--- src/rhss_pkg.sv ---
// Package for the rolling-hash substring search block.
// Holds the hash constants, the register map, the phase type and the cell control struct.
// No dependencies.
package rhss_pkg;

  localparam int HashW = 15;
  localparam logic [HashW-1:0] HASH_BASE = 15'd1021;
  localparam int PatBytes = 16;
  localparam int LenW = 5;

  typedef enum logic [1:0] {
    REG_PAT_LO  = 2'd0,
    REG_PAT_HI  = 2'd1,
    REG_PAT_LEN = 2'd2
  } reg_idx_e;

  typedef enum logic {
    PH_PREP = 1'b0,
    PH_RUN  = 1'b1
  } phase_e;

  typedef struct packed {
    logic shift;
    logic clear;
  } cell_ctrl_t;

endpackage

--- src/rhss_in_if.sv ---
// Text input channel: valid/ready handshake carrying one text byte and its end mark.
// No dependencies.
interface rhss_in_if;
  logic       valid;
  logic       ready;
  logic [7:0] text_byte;
  logic       last_byte;

  modport source (output valid, text_byte, last_byte, input ready);
  modport sink   (input valid, text_byte, last_byte, output ready);
endinterface

--- src/rhss_out_if.sv ---
// Result channel: valid/ready handshake carrying the found flag and start position.
// No dependencies.
interface rhss_out_if #(
  parameter int POSITION_BITS = 16
);
  logic                     valid;
  logic                     ready;
  logic                     found;
  logic [POSITION_BITS-1:0] match_position;

  modport source (output valid, found, match_position, input ready);
  modport sink   (input valid, found, match_position, output ready);
endinterface

--- src/rhss_cell.sv ---
// One window cell: holds one text byte, passes it to the next cell on a shift.
// Depends on rhss_pkg.
module rhss_cell
  import rhss_pkg::*;
(
  input  logic       clk_i,
  input  logic       rst_ni,
  input  cell_ctrl_t ctrl_i,
  input  logic [7:0] byte_i,
  input  logic [7:0] pat_i,
  input  logic       active_i,
  output logic [7:0] byte_o,
  output logic       match_o
);

  logic [7:0] byte_q;

  always_ff @(posedge clk_i or negedge rst_ni) begin
    if (!rst_ni) begin
      byte_q <= '0;
    end else if (ctrl_i.clear) begin
      byte_q <= '0;
    end else if (ctrl_i.shift) begin
      byte_q <= byte_i;
    end
  end

  // compares the byte this cell takes on the shift
  assign match_o = !active_i || (byte_i == pat_i);
  assign byte_o  = byte_q;

endmodule

--- src/rolling_hash_substring_search.sv ---
// Top level of the rolling-hash substring search: APB register file, pattern hash
// sequencer, hash update, and the row of window cells.
// Depends on rhss_pkg, rhss_in_if, rhss_out_if, rhss_cell.
//
//   channel  dir  handshake           payload
//   in_i     in   valid/ready         text_byte[7:0], last_byte
//   out_o    out  valid/ready         found, match_position[POSITION_BITS-1:0]
//   apb      in   psel/penable/pwrite paddr[4:0], pwdata[63:0], prdata[63:0]
//
// One byte per cycle once the pattern hash is ready; the hash and compare finish in the
// accepting cycle and a result is registered for the next.
// After reset and after each register write a pass computes the pattern hash and base
// power, one multiply-add step per cycle; no item is taken during it.
// A waiting result holds the input back only if it is not taken in the same cycle.
module rolling_hash_substring_search
  import rhss_pkg::*;
#(
  parameter int MAX_PATTERN   = 16,
  parameter int POSITION_BITS = 16
) (
  input  logic         clk_i,
  input  logic         rst_ni,
  rhss_in_if.sink      in_i,
  rhss_out_if.source   out_o,
  input  logic         psel,
  input  logic         penable,
  input  logic         pwrite,
  input  logic [4:0]   paddr,
  input  logic [63:0]  pwdata,
  output logic [63:0]  prdata,
  output logic         pready
);

  localparam int IdxW = (MAX_PATTERN > 1) ? $clog2(MAX_PATTERN) : 1;
  localparam logic [LenW-1:0] MaxK = LenW'(MAX_PATTERN);
  localparam logic [POSITION_BITS:0] CountCap = {1'b1, POSITION_BITS'(MAX_PATTERN)};

  // registers
  logic [63:0]     pat_lo_q, pat_hi_q;
  logic [LenW-1:0] pat_len_q;
  logic            cfg_wr, cfg_hit;
  reg_idx_e        reg_idx;

  assign pready  = 1'b1;
  assign reg_idx = reg_idx_e'(paddr[4:3]);
  assign cfg_wr  = psel && penable && pwrite;

  always_comb begin
    cfg_hit = 1'b0;
    prdata  = '0;
    case (reg_idx)
      REG_PAT_LO: begin
        cfg_hit = cfg_wr;
        prdata  = pat_lo_q;
      end
      REG_PAT_HI: begin
        cfg_hit = cfg_wr;
        prdata  = pat_hi_q;
      end
      REG_PAT_LEN: begin
        cfg_hit = cfg_wr;
        prdata  = 64'(pat_len_q);
      end
      default: begin
        cfg_hit = 1'b0;
        prdata  = '0;
      end
    endcase
  end

  always_ff @(posedge clk_i or negedge rst_ni) begin
    if (!rst_ni) begin
      pat_lo_q  <= '0;
      pat_hi_q  <= '0;
      pat_len_q <= LenW'(1);
    end else if (cfg_hit) begin
      case (reg_idx)
        REG_PAT_LO:  pat_lo_q  <= pwdata;
        REG_PAT_HI:  pat_hi_q  <= pwdata;
        REG_PAT_LEN: pat_len_q <= pwdata[LenW-1:0];
        default:     pat_lo_q  <= pat_lo_q;
      endcase
    end
  end

  // effective length and pattern bytes
  logic [LenW-1:0] k;
  logic [7:0]      pat_b [PatBytes];

  always_comb begin
    if (pat_len_q == '0) begin
      k = LenW'(1);
    end else if (pat_len_q > MaxK) begin
      k = MaxK;
    end else begin
      k = pat_len_q;
    end
  end

  for (genvar j = 0; j < PatBytes; j++) begin : g_pat
    if (j < 8) begin : g_lo
      assign pat_b[j] = pat_lo_q[8*j +: 8];
    end else begin : g_hi
      assign pat_b[j] = pat_hi_q[8*(j-8) +: 8];
    end
  end

  // pattern hash sequencer
  phase_e          state_q, state_d;
  logic [LenW-1:0] seq_q;
  logic [HashW-1:0] phash_q, pw_q;

  always_ff @(posedge clk_i or negedge rst_ni) begin
    if (!rst_ni) begin
      state_q <= PH_PREP;
    end else begin
      state_q <= state_d;
    end
  end

  always_comb begin
    state_d = state_q;
    case (state_q)
      PH_PREP: if (seq_q >= k) state_d = PH_RUN;
      PH_RUN:  state_d = PH_RUN;
      default: state_d = PH_PREP;
    endcase
    if (cfg_hit) state_d = PH_PREP;
  end

  always_ff @(posedge clk_i or negedge rst_ni) begin
    if (!rst_ni) begin
      seq_q   <= '0;
      phash_q <= '0;
      pw_q    <= HashW'(1);
    end else if (cfg_hit) begin
      seq_q   <= '0;
      phash_q <= '0;
      pw_q    <= HashW'(1);
    end else if (state_q == PH_PREP && seq_q < k) begin
      seq_q   <= seq_q + LenW'(1);
      phash_q <= HashW'(phash_q * HASH_BASE) + HashW'(pat_b[seq_q[3:0]]);
      pw_q    <= HashW'(pw_q * HASH_BASE);
    end
  end

  // search state
  logic [HashW-1:0]       hash_q, hash_d;
  logic [POSITION_BITS:0] seen_q, seen_d, start;
  logic                   rep_q, hit, acc, last;
  logic [7:0]             lv;
  logic [7:0]             win   [MAX_PATTERN];
  logic [7:0]             prev  [MAX_PATTERN];
  logic [MAX_PATTERN-1:0] cmatch;
  cell_ctrl_t             cctl;

  logic                     out_valid_q, found_q;
  logic [POSITION_BITS-1:0] pos_q;

  assign in_i.ready = (state_q == PH_RUN) && (!out_valid_q || out_o.ready);
  assign acc        = in_i.valid && in_i.ready;
  assign last       = in_i.last_byte;

  assign cctl.clear = cfg_hit || (acc && last);
  assign cctl.shift = acc && !rep_q;

  for (genvar i = 0; i < MAX_PATTERN; i++) begin : g_cell
    logic [LenW-1:0] pidx;
    assign pidx = k - LenW'(1) - LenW'(i);
    if (i == 0) begin : g_head
      assign prev[i] = in_i.text_byte;
    end else begin : g_link
      assign prev[i] = win[i-1];
    end
    rhss_cell u_cell (
      .clk_i    (clk_i),
      .rst_ni   (rst_ni),
      .ctrl_i   (cctl),
      .byte_i   (prev[i]),
      .pat_i    (pat_b[pidx[3:0]]),
      .active_i (LenW'(i) < k),
      .byte_o   (win[i]),
      .match_o  (cmatch[i])
    );
  end

  always_comb begin
    logic [LenW-1:0] li;
    li     = k - LenW'(1);
    lv     = win[li[IdxW-1:0]];
    hash_d = HashW'(hash_q * HASH_BASE) - HashW'(lv * pw_q) + HashW'(in_i.text_byte);
    seen_d = (seen_q < CountCap) ? seen_q + 1'b1 : seen_q;
    start  = seen_d - (POSITION_BITS + 1)'(k);
    hit    = (seen_d >= (POSITION_BITS + 1)'(k)) && (hash_d == phash_q) && (&cmatch)
             && !start[POSITION_BITS];
  end

  always_ff @(posedge clk_i or negedge rst_ni) begin
    if (!rst_ni) begin
      hash_q <= '0;
      seen_q <= '0;
      rep_q  <= 1'b0;
    end else if (cctl.clear) begin
      hash_q <= '0;
      seen_q <= '0;
      rep_q  <= 1'b0;
    end else if (cctl.shift) begin
      hash_q <= hash_d;
      seen_q <= seen_d;
      rep_q  <= hit;
    end
  end

  // result register
  always_ff @(posedge clk_i or negedge rst_ni) begin
    if (!rst_ni) begin
      out_valid_q <= 1'b0;
    end else if (acc && !rep_q && (hit || last)) begin
      out_valid_q <= 1'b1;
    end else if (out_o.ready) begin
      out_valid_q <= 1'b0;
    end
  end

  always_ff @(posedge clk_i) begin
    if (acc && !rep_q && (hit || last)) begin
      found_q <= hit;
      pos_q   <= hit ? start[POSITION_BITS-1:0] : '0;
    end
  end

  assign out_o.valid          = out_valid_q;
  assign out_o.found          = found_q;
  assign out_o.match_position = pos_q;

  // checks
  a_no_take_in_prep: assert property (@(posedge clk_i) disable iff (!rst_ni)
    state_q == PH_PREP |-> !in_i.ready)
    else $error("item accepted during pattern hash pass");

  a_end_clears: assert property (@(posedge clk_i) disable iff (!rst_ni)
    acc && last |=> seen_q == '0 && !rep_q && hash_q == '0)
    else $error("search state not cleared after end of text");

  a_report_sets_flag: assert property (@(posedge clk_i) disable iff (!rst_ni)
    acc && !rep_q && hit && !last && !cfg_hit |=> rep_q && out_valid_q && found_q)
    else $error("match reported without setting the reported flag");

  a_miss_pos_zero: assert property (@(posedge clk_i) disable iff (!rst_ni)
    out_valid_q && !found_q |-> pos_q == '0)
    else $error("not-found result with nonzero position");

endmodule
--- src/flat_wrapper.sv ---
// flat-port wrapper written by rule: the top's interface ports become plain ports
module rolling_hash_substring_search_flat import rhss_pkg::*;
#(
  parameter int MAX_PATTERN   = 16,
  parameter int POSITION_BITS = 16
)
  (clk_i, rst_ni, psel, penable, pwrite, paddr, pwdata, prdata, pready, in_i_valid, in_i_text_byte, in_i_last_byte, in_i_ready, out_o_valid, out_o_found, out_o_match_position, out_o_ready);
  rhss_in_if in_i_i ();
  rhss_out_if #(.POSITION_BITS(POSITION_BITS)) out_o_i ();
  input  logic clk_i;
  input  logic rst_ni;
  input  logic psel;
  input  logic penable;
  input  logic pwrite;
  input  logic [4:0] paddr;
  input  logic [63:0] pwdata;
  output logic [63:0] prdata;
  output logic pready;
  input wire logic [$bits(in_i_i.valid)-1:0] in_i_valid;
  input wire logic [$bits(in_i_i.text_byte)-1:0] in_i_text_byte;
  input wire logic [$bits(in_i_i.last_byte)-1:0] in_i_last_byte;
  output wire logic [$bits(in_i_i.ready)-1:0] in_i_ready;
  output wire logic [$bits(out_o_i.valid)-1:0] out_o_valid;
  output wire logic [$bits(out_o_i.found)-1:0] out_o_found;
  output wire logic [$bits(out_o_i.match_position)-1:0] out_o_match_position;
  input wire logic [$bits(out_o_i.ready)-1:0] out_o_ready;
  assign in_i_i.valid = in_i_valid;
  assign in_i_i.text_byte = in_i_text_byte;
  assign in_i_i.last_byte = in_i_last_byte;
  assign in_i_ready = in_i_i.ready;
  assign out_o_valid = out_o_i.valid;
  assign out_o_found = out_o_i.found;
  assign out_o_match_position = out_o_i.match_position;
  assign out_o_i.ready = out_o_ready;
  rolling_hash_substring_search #(.MAX_PATTERN(MAX_PATTERN), .POSITION_BITS(POSITION_BITS)) u_core (.clk_i(clk_i), .rst_ni(rst_ni), .in_i(in_i_i), .out_o(out_o_i), .psel(psel), .penable(penable), .pwrite(pwrite), .paddr(paddr), .pwdata(pwdata), .prdata(prdata), .pready(pready));
endmodule
--- config.mk ---
export PLATFORM = sky130hd
export DESIGN_NAME = rolling_hash_substring_search_flat
export DESIGN_NICKNAME = d
export VERILOG_FILES = /design/src/rhss_pkg.sv /design/src/rhss_in_if.sv /design/src/rhss_out_if.sv /design/src/rhss_cell.sv /design/src/rolling_hash_substring_search.sv /design/src/flat_wrapper.sv
export SDC_FILE = /design/constraint.sdc
export NUM_CORES = 2
export LEC_CHECK = 0
export ABC_AREA = 1
export BUFFER_PORTS_ARGS = -buffer_cell sky130_fd_sc_hd__buf_2
export CORE_ASPECT_RATIO = 1.75
export CORE_MARGIN = 4
export CORE_UTILIZATION = 50
export DETAILED_ROUTE_END_ITERATION = 10
export MAX_ROUTING_LAYER = met4
export PLACE_DENSITY = 0.67
export SYNTH_ARGS = -nofsm -noshare
export SYNTH_HDL_FRONTEND = slang
export SYNTH_HIERARCHICAL = 1
export SYNTH_SLANG_ARGS = --single-unit
export TNS_END_PERCENT = 1
--- constraint.sdc ---
create_clock -name clk_i -period 19.2 [get_ports clk_i]
set_input_delay 1.92 -clock clk_i [delete_from_list [all_inputs] [get_ports clk_i]]
set_output_delay 1.92 -clock clk_i [all_outputs]
set_load 0.05 [all_outputs]
# After elaboration in Yosys (flattened, before gate mapping)
# Cells that the tools add are included.
[totals]
ff_bits = 348
input_bits = 85
[classes]
add_sub_neg = 22
n_mul = 4
magnitude_cmp = 38
eq_ne = 19
n_mux = 108
bitwise_logic = 18
n_reduce_logical = 59
[ops]
columns = ["operator", "n"]
rows = [
  ["8-bit binary-select mux with 4-bit select", 18],
  ["8-bit two-way mux", 68],
  ["64-bit case mux with 3 select lines", 1],
  ["8-bit equality test", 16],
  ["15-bit two-way mux", 6],
  ["5-bit >= comparator, second input constant", 17],
  ["4-bit NOT with 5-bit output", 17],
  ["17-bit two-way mux", 3],
  ["15-bit by 10-bit multiplier with 15-bit output, second input constant", 3],
  ["4-bit by 5-bit < comparator with 1-bit output, first input constant", 8],
  ["4-bit subtractor, second input constant", 8],
  ["15-bit by 8-bit adder with 15-bit output", 2],
  ["3-bit by 5-bit < comparator with 1-bit output, first input constant", 4],
  ["5-bit two-way mux", 4],
  ["1-bit zero test", 19],
  ["1-bit logical OR", 19],
  ["17-bit by 1-bit adder with 17-bit output, second input constant", 1],
  ["17-bit by 5-bit >= comparator with 1-bit output", 1],
  ["17-bit < comparator, second input constant", 1],
  ["17-bit by 5-bit subtractor with 17-bit output", 1],
  ["16-bit AND reduction", 1],
  ["4-bit by 3-bit subtractor with 4-bit output, second input constant", 4],
  ["15-bit equality test", 1],
  ["8-bit by 15-bit multiplier with 15-bit output", 1],
  ["other kinds (20)", 44],
]

# Depth between registers and ports, before layout
[logic_depth]
word_depth = 18
depth_mapped = 52

# By module
# Netlist, hierarchy kept.
[modules_own_cells]
columns = ["module", "n_inst", "cells_each", "area_each_um2", "seq_area_each_um2"]
rows = [
  ["rolling_hash_substring_search", 1, 4174, 28297.1, 5567.8],
  ["rhss_cell", 16, 64, 500.5, 200.2],
]

# Worst setup path before layout
# Ideal clock, no wire load.
[synth_timing]
path_type = "register -> register"
startpoint = "register u_core.pat_len_q[0]"
endpoint = "register u_core.found_q (netlist: u_core/out_o.found), enable pin"
arrival_ns = 8.799
required_ns = 18.829
path_slack_ns = 10.030
path_stages_with_launch = 47
n_path_buf = 5
synth_period_minus_slack_ns = 9.170
cell_sequence = "dfstp_2 > nor2_2 > nand2_1 > nand2_1 > inv_2 > nor2_1 > inv_1 > clkbuf_1 > clkbuf_1 > clkbuf_1 > ha_1 > inv_1 > clkbuf_1 > clkbuf_1 > nand3_1 > nand3_1 > nand3_2 > nand2_1 > [11 not listed] > nand2_1 > nor3_1 > nand2_1 > o211ai_1 > nand2_1 > nand2_1 > nand2_1 > nand2_1 > xnor2_1 > or2_2 > nand3_1 > nor2_1 > nand3_1 > nor2_2 > nand3_4 > nand2_1 > nand2_1 > inv_1"
[synth_between]
elab_chain_cells = 17
elab_cells_between_ends = 164
cone_classes = "add/sub: 19; mul: 1; order compare: 18; eq/ne: 17; mux: 53; bitwise: 16; reduce/logical: 40"
[synth_rtl]
columns = ["element", "line_no", "text"]
rows = [
  ["start, declared", "rolling_hash_substring_search.sv:40", "logic [LenW-1:0] pat_len_q;"],
  ["start signal, assigned", "rolling_hash_substring_search.sv:75", "pat_len_q <= LenW'(1);"],
  ["start signal, assigned", "rolling_hash_substring_search.sv:80", "REG_PAT_LEN: pat_len_q <= pwdata[LenW-1:0];"],
  ["5-bit > comparator", "rolling_hash_substring_search.sv:93", "end else if (pat_len_q > MaxK) begin"],
  ["5-bit two-way mux", "rolling_hash_substring_search.sv:93", ""],
  ["5-bit two-way mux *", "rolling_hash_substring_search.sv:91", "if (pat_len_q == '0) begin"],
  ["4-bit by 1-bit subtractor with 4-bit output", "rolling_hash_substring_search.sv:169, rolling_hash_substring_search.sv:189", ""],
  ["4-bit NOT with 5-bit output (not written as such)", "rolling_hash_substring_search.sv:180, rolling_hash_substring_search.sv:190", ""],
  ["8-bit binary-select mux with 4-bit select", "rolling_hash_substring_search.sv:190", "lv = win[li[IdxW-1:0]];"],
  ["8-bit two-way mux (not written as such) (2 in series)", "rolling_hash_substring_search.sv:190", ""],
  ["8-bit by 15-bit multiplier with 15-bit output", "rolling_hash_substring_search.sv:191", "hash_d = HashW'(hash_q * HASH_BASE) - HashW'(lv * pw_q) + HashW'(in_i.text_byte);"],
  ["15-bit subtractor", "rolling_hash_substring_search.sv:191", ""],
  ["15-bit by 8-bit adder with 15-bit output", "rolling_hash_substring_search.sv:191", ""],
  ["15-bit equality test", "rolling_hash_substring_search.sv:194", "hit = (seen_d >= (POSITION_BITS + 1)'(k)) && (hash_d == phash_q) && (&cmatch)"],
  ["1-bit logical AND (2 in series)", "rolling_hash_substring_search.sv:194", ""],
  ["1-bit logical AND *", "rolling_hash_substring_search.sv:195", "&& !start[POSITION_BITS];"],
  ["1-bit logical OR *", "rolling_hash_substring_search.sv:226", "if (acc && !rep_q && (hit || last)) begin"],
  ["1-bit logical AND *", "rolling_hash_substring_search.sv:226", ""],
  ["end signal, assigned", "rolling_hash_substring_search.sv:227", "found_q <= hit;"],
  ["end, declared", "rolling_hash_substring_search.sv:157", "logic out_valid_q, found_q;"],
]
# Mark *: on every way between the ends. The rest lies on a longest branch, timed or not. The select of a mux whose other input is x is not followed.
# A chain may end at the register's enable or synchronous reset.

# Worst setup path after layout
[layout_timing]
startpoint = "register u_core.pat_len_q[3]"
endpoint = "register u_core.pos_q[4] (netlist: u_core/out_o.match_position[4]), enable pin"
[layout_between]
elab_chain_cells = 17
elab_cells_between_ends = 164
cone_classes = "add/sub: 19; mul: 1; order compare: 18; eq/ne: 17; mux: 53; bitwise: 16; reduce/logical: 40"
[layout_rtl]
columns = ["element", "line_no", "text"]
rows = [
  ["5-bit > comparator", "rolling_hash_substring_search.sv:93", ""],
  ["5-bit two-way mux", "rolling_hash_substring_search.sv:93", ""],
  ["5-bit two-way mux *", "rolling_hash_substring_search.sv:91", ""],
  ["4-bit by 1-bit subtractor with 4-bit output", "rolling_hash_substring_search.sv:169, rolling_hash_substring_search.sv:189", ""],
  ["4-bit NOT with 5-bit output (not written as such)", "rolling_hash_substring_search.sv:180, rolling_hash_substring_search.sv:190", ""],
  ["8-bit binary-select mux with 4-bit select", "rolling_hash_substring_search.sv:190", ""],
  ["8-bit two-way mux (not written as such) (2 in series)", "rolling_hash_substring_search.sv:190", ""],
  ["8-bit by 15-bit multiplier with 15-bit output", "rolling_hash_substring_search.sv:191", ""],
  ["15-bit subtractor", "rolling_hash_substring_search.sv:191", ""],
  ["15-bit by 8-bit adder with 15-bit output", "rolling_hash_substring_search.sv:191", ""],
  ["15-bit equality test", "rolling_hash_substring_search.sv:194", ""],
  ["1-bit logical AND (2 in series)", "rolling_hash_substring_search.sv:194", ""],
  ["1-bit logical AND *", "rolling_hash_substring_search.sv:195", ""],
  ["1-bit logical OR *", "rolling_hash_substring_search.sv:226", ""],
  ["1-bit logical AND *", "rolling_hash_substring_search.sv:226", ""],
  ["end signal, assigned", "rolling_hash_substring_search.sv:228", "pos_q <= hit ? start[POSITION_BITS-1:0] : '0;"],
  ["end, declared", "rolling_hash_substring_search.sv:158", "logic [POSITION_BITS-1:0] pos_q;"],
]
# Marks and branches as above.

==> metrics.cfg <==
[run_status]
outcome = completed

[sta]
hold_viol_final = 0
rsz0062_at_grt = no
fin_crit_ns = 11.31
fin_setup_tns_ns = 0
slew_viol_final = 0
period_share_pct = 58.89
max_freq_mhz = 88.45
worst_slew_pin_slew_ns = 1.411
setup_viol = 0
relSlewSlack_pct = 4.918
skew_ns = 0.03547

[setup_path]
crit_slowest_cell = clkinv_2
timing.critical_path.mode_cell = nand2_1
cp_slowest_stage_delay_ns = 0.75
worst_setup_path_end_kind = register
crit_required_ns = 19.40
r2r_end = u_core/out_o.match_position[4]
worst_r2r_startpoint = u_core/pat_len_q[3]
crit_fanout = 51
reg2reg_depth = 40
crit_arrival_ns = 11.51
worst_setup_path_start_kind = register
crit_type = register to register
endpoint = u_core/out_o.match_position[4]
cp-startpoint = u_core/pat_len_q[3]
r2r_slack_ns = 7.89

[drt]
dr.pass1.iters = 6
vias = 34110
totalWireLength_um = 136000
wl_per_cell_um = 22.05
drcViolationCount = 0
drt-initial-drc-count = 2561
drtAntennaViolNets = 0
via_per_inst = 5.533

[finish]
drive_above_1_share_pct = 8.801
area_delta_synth_final_pct = 6.824
nets = 5691

[global_routing]
gr-usage-all-layers_pct = 35.86
grt_start_max_net_pins = 238
grt_overflow = 0
antenna_found_initial = 4
first_global_vias = 32650
grt_pass1_wl_um = 200600

[clock_network]
cts.sinks = 347
clk_latency_ns = 0.60
post_cts_buffers = 0
tritoncts = done
numCtsBuffers = 37
ctsResizeCount = 0
clk_path_buf_depth = 3
cts_max_level = 2
clk_pin_slew_ns = 0.06
cts_root_buf = clkbuf_16
hold_buffers = 0

[logic_synthesis]
ys_seq_area_share_pct = 24.16
synth_top_area_share_pct = 22.61
yosys-top-cells-count = nand2_1, inv_1, o21ai_0, dfrtp_1, nand3_1
syn_area_sq_um = 36300
syn_avg_cell_area_sq_um = 6.984
ys_top_cells_by_area = dfrtp_1, nand2_1, fa_1
ys_warn_count = 6
synth-edff-count = 17
ys.flop_type = dfrtp_1
postSynth.asyncResetShare_pct = 95.10
ys_ff_latch = 347
yosysMostFrequentCell = nand2_1
syn_inst = 5198
yosys.area.top_type = dfrtp_1
ys_types = 63

[die]
io_pins = 169
num_rows = 130
die_height_um = 364.5
core_area_sq_um = 71890
initial_utilization_pct = 50.50
dieArea_sq_um = 77160
die_w_um = 211.7

[worst_hold_path]
hold_path.class = register to register
worstHoldStart = u_core/pat_hi_q[7]

[placement]
place_congestion = 1.133
port_buffers = 164
dpl.hpwl_um = 108300

[run]
cap_viol_max_count = 0

worst max-delay path, delay by kind of cell (launching register included):
family                   cells  cell delay, ns
AND/OR/NAND/NOR             20            3.00
flip-flops                   1            0.51
buffers and inverters        8            2.64
AO/OA/AOI/OAI                2            0.36
XOR/XNOR                     2            0.45
adder cells (fa/ha/maj)      8            3.81
layout by cell type, fill, tap and decap left out, drive strengths merged, types with 4 or more instances in the layout:
cell type	n
o22ai	151
o31ai	4
xor2	46
a31oi	6
nor3	17
nor4	8
a21oi	159
or2	24
dfrtp	328
o21ai	751
ha	177
clkinv	18
xnor2	97
mux2i	33
nand2	1323
nor2	228
clkbuf	49
conb	8
o221ai	5
fa	218
nand4	24
buf	198
edfxtp	17
nand3	260
inv	1060
cell type report:
class	count	area (sq um)
Multi-Input combinational cell	3563	22510
Clock buffer	48	1049
Sequential cell	347	8772
Fill cell	7184	33110
Tap cell	924	1156
Clock inverter	18	190.2
Inverter	1063	3995
Timing Repair Buffer	199	1106
Antenna cell	3	7.507
sequential cells by signal, indices dropped and copies added (netlist names):
name and cells:
u_core/g_cell.u_cell/byte_o 128, u_core/hash_q 15, u_core/out_o.found 1, u_core/out_o.match_position 16, u_core/out_o.valid 1, u_core/pat_hi_q 64
u_core/pat_len_q 5, u_core/pat_lo_q 64, u_core/phash_q 15, u_core/pw_q 14, u_core/rep_q 1, u_core/seen_q 17
u_core/seq_q 5, u_core/state_q 1
metal layers:
| layer | vias up | part of all wire, % | track usage (%) |
|---|---|---|---|
| li1 | 16300 | - | - |
| met1 | 15970 | 33 | 35.26 |
| met2 | 1348 | 48 | 59.98 |
| met3 | 498 | 5.9 | 5.119 |
| met4 | 0 | 13 | 33.91 |
| met5 | - | 0 | - |
through the flow:
| step | worst slack [ns] | instance area [sq um] | hold WS, ns | util, % | cells |
|---|---|---|---|---|---|
| after detailed placement | 7.943 | 37520 | 0.4729 | 52.19 | 6094 |
| after global placement | 7.991 | 37520 | 0.4669 | 52.19 | 6094 |
| after CTS | 7.870 | 38760 | 0.4880 | 53.91 | 6160 |
| after floorplan | 10.03 | 36330 | 0.4530 | - | 5204 |
| final | 7.894 | 38780 | 0.4865 | 53.94 | 6165 |
| after global routing | 7.155 | 38780 | 0.5143 | 53.94 | 6165 |
worst min-delay path by stage:
stage                     endpoint  depth (start not counted)  slack (ns)
2_1_floorplan  u_core/pat_hi_q[39]                          2        0.45
3_3_place_gp   u_core/pat_hi_q[39]                          2        0.47
3_5_place_dp    u_core/pat_hi_q[7]                          2        0.47
4_1_cts        u_core/pat_hi_q[39]                          2        0.49
5_1_grt         u_core/pat_lo_q[7]                          2        0.51
6_report        u_core/pat_hi_q[7]                          2        0.49
cells by family (layout without fill, tap and decap cells):
group                    Yosys count  count (layout)  synth area share (%)
AND/OR/NAND/NOR                 1888            1888                 21.51
buffers and inverters           1294            1328                 14.07
AO/OA/AOI/OAI                   1095            1095                 17.68
adder cells (fa/ha/maj)          395             395                 18.12
flip-flops                       347             347                 24.16
XOR/XNOR                         143             143                 3.502
multiplexers                      34              34                0.9409
other                              2              11               0.02069
Power is not shown: default switching activity piles up to over one toggle a cycle in this logic, so the estimate is an artifact.
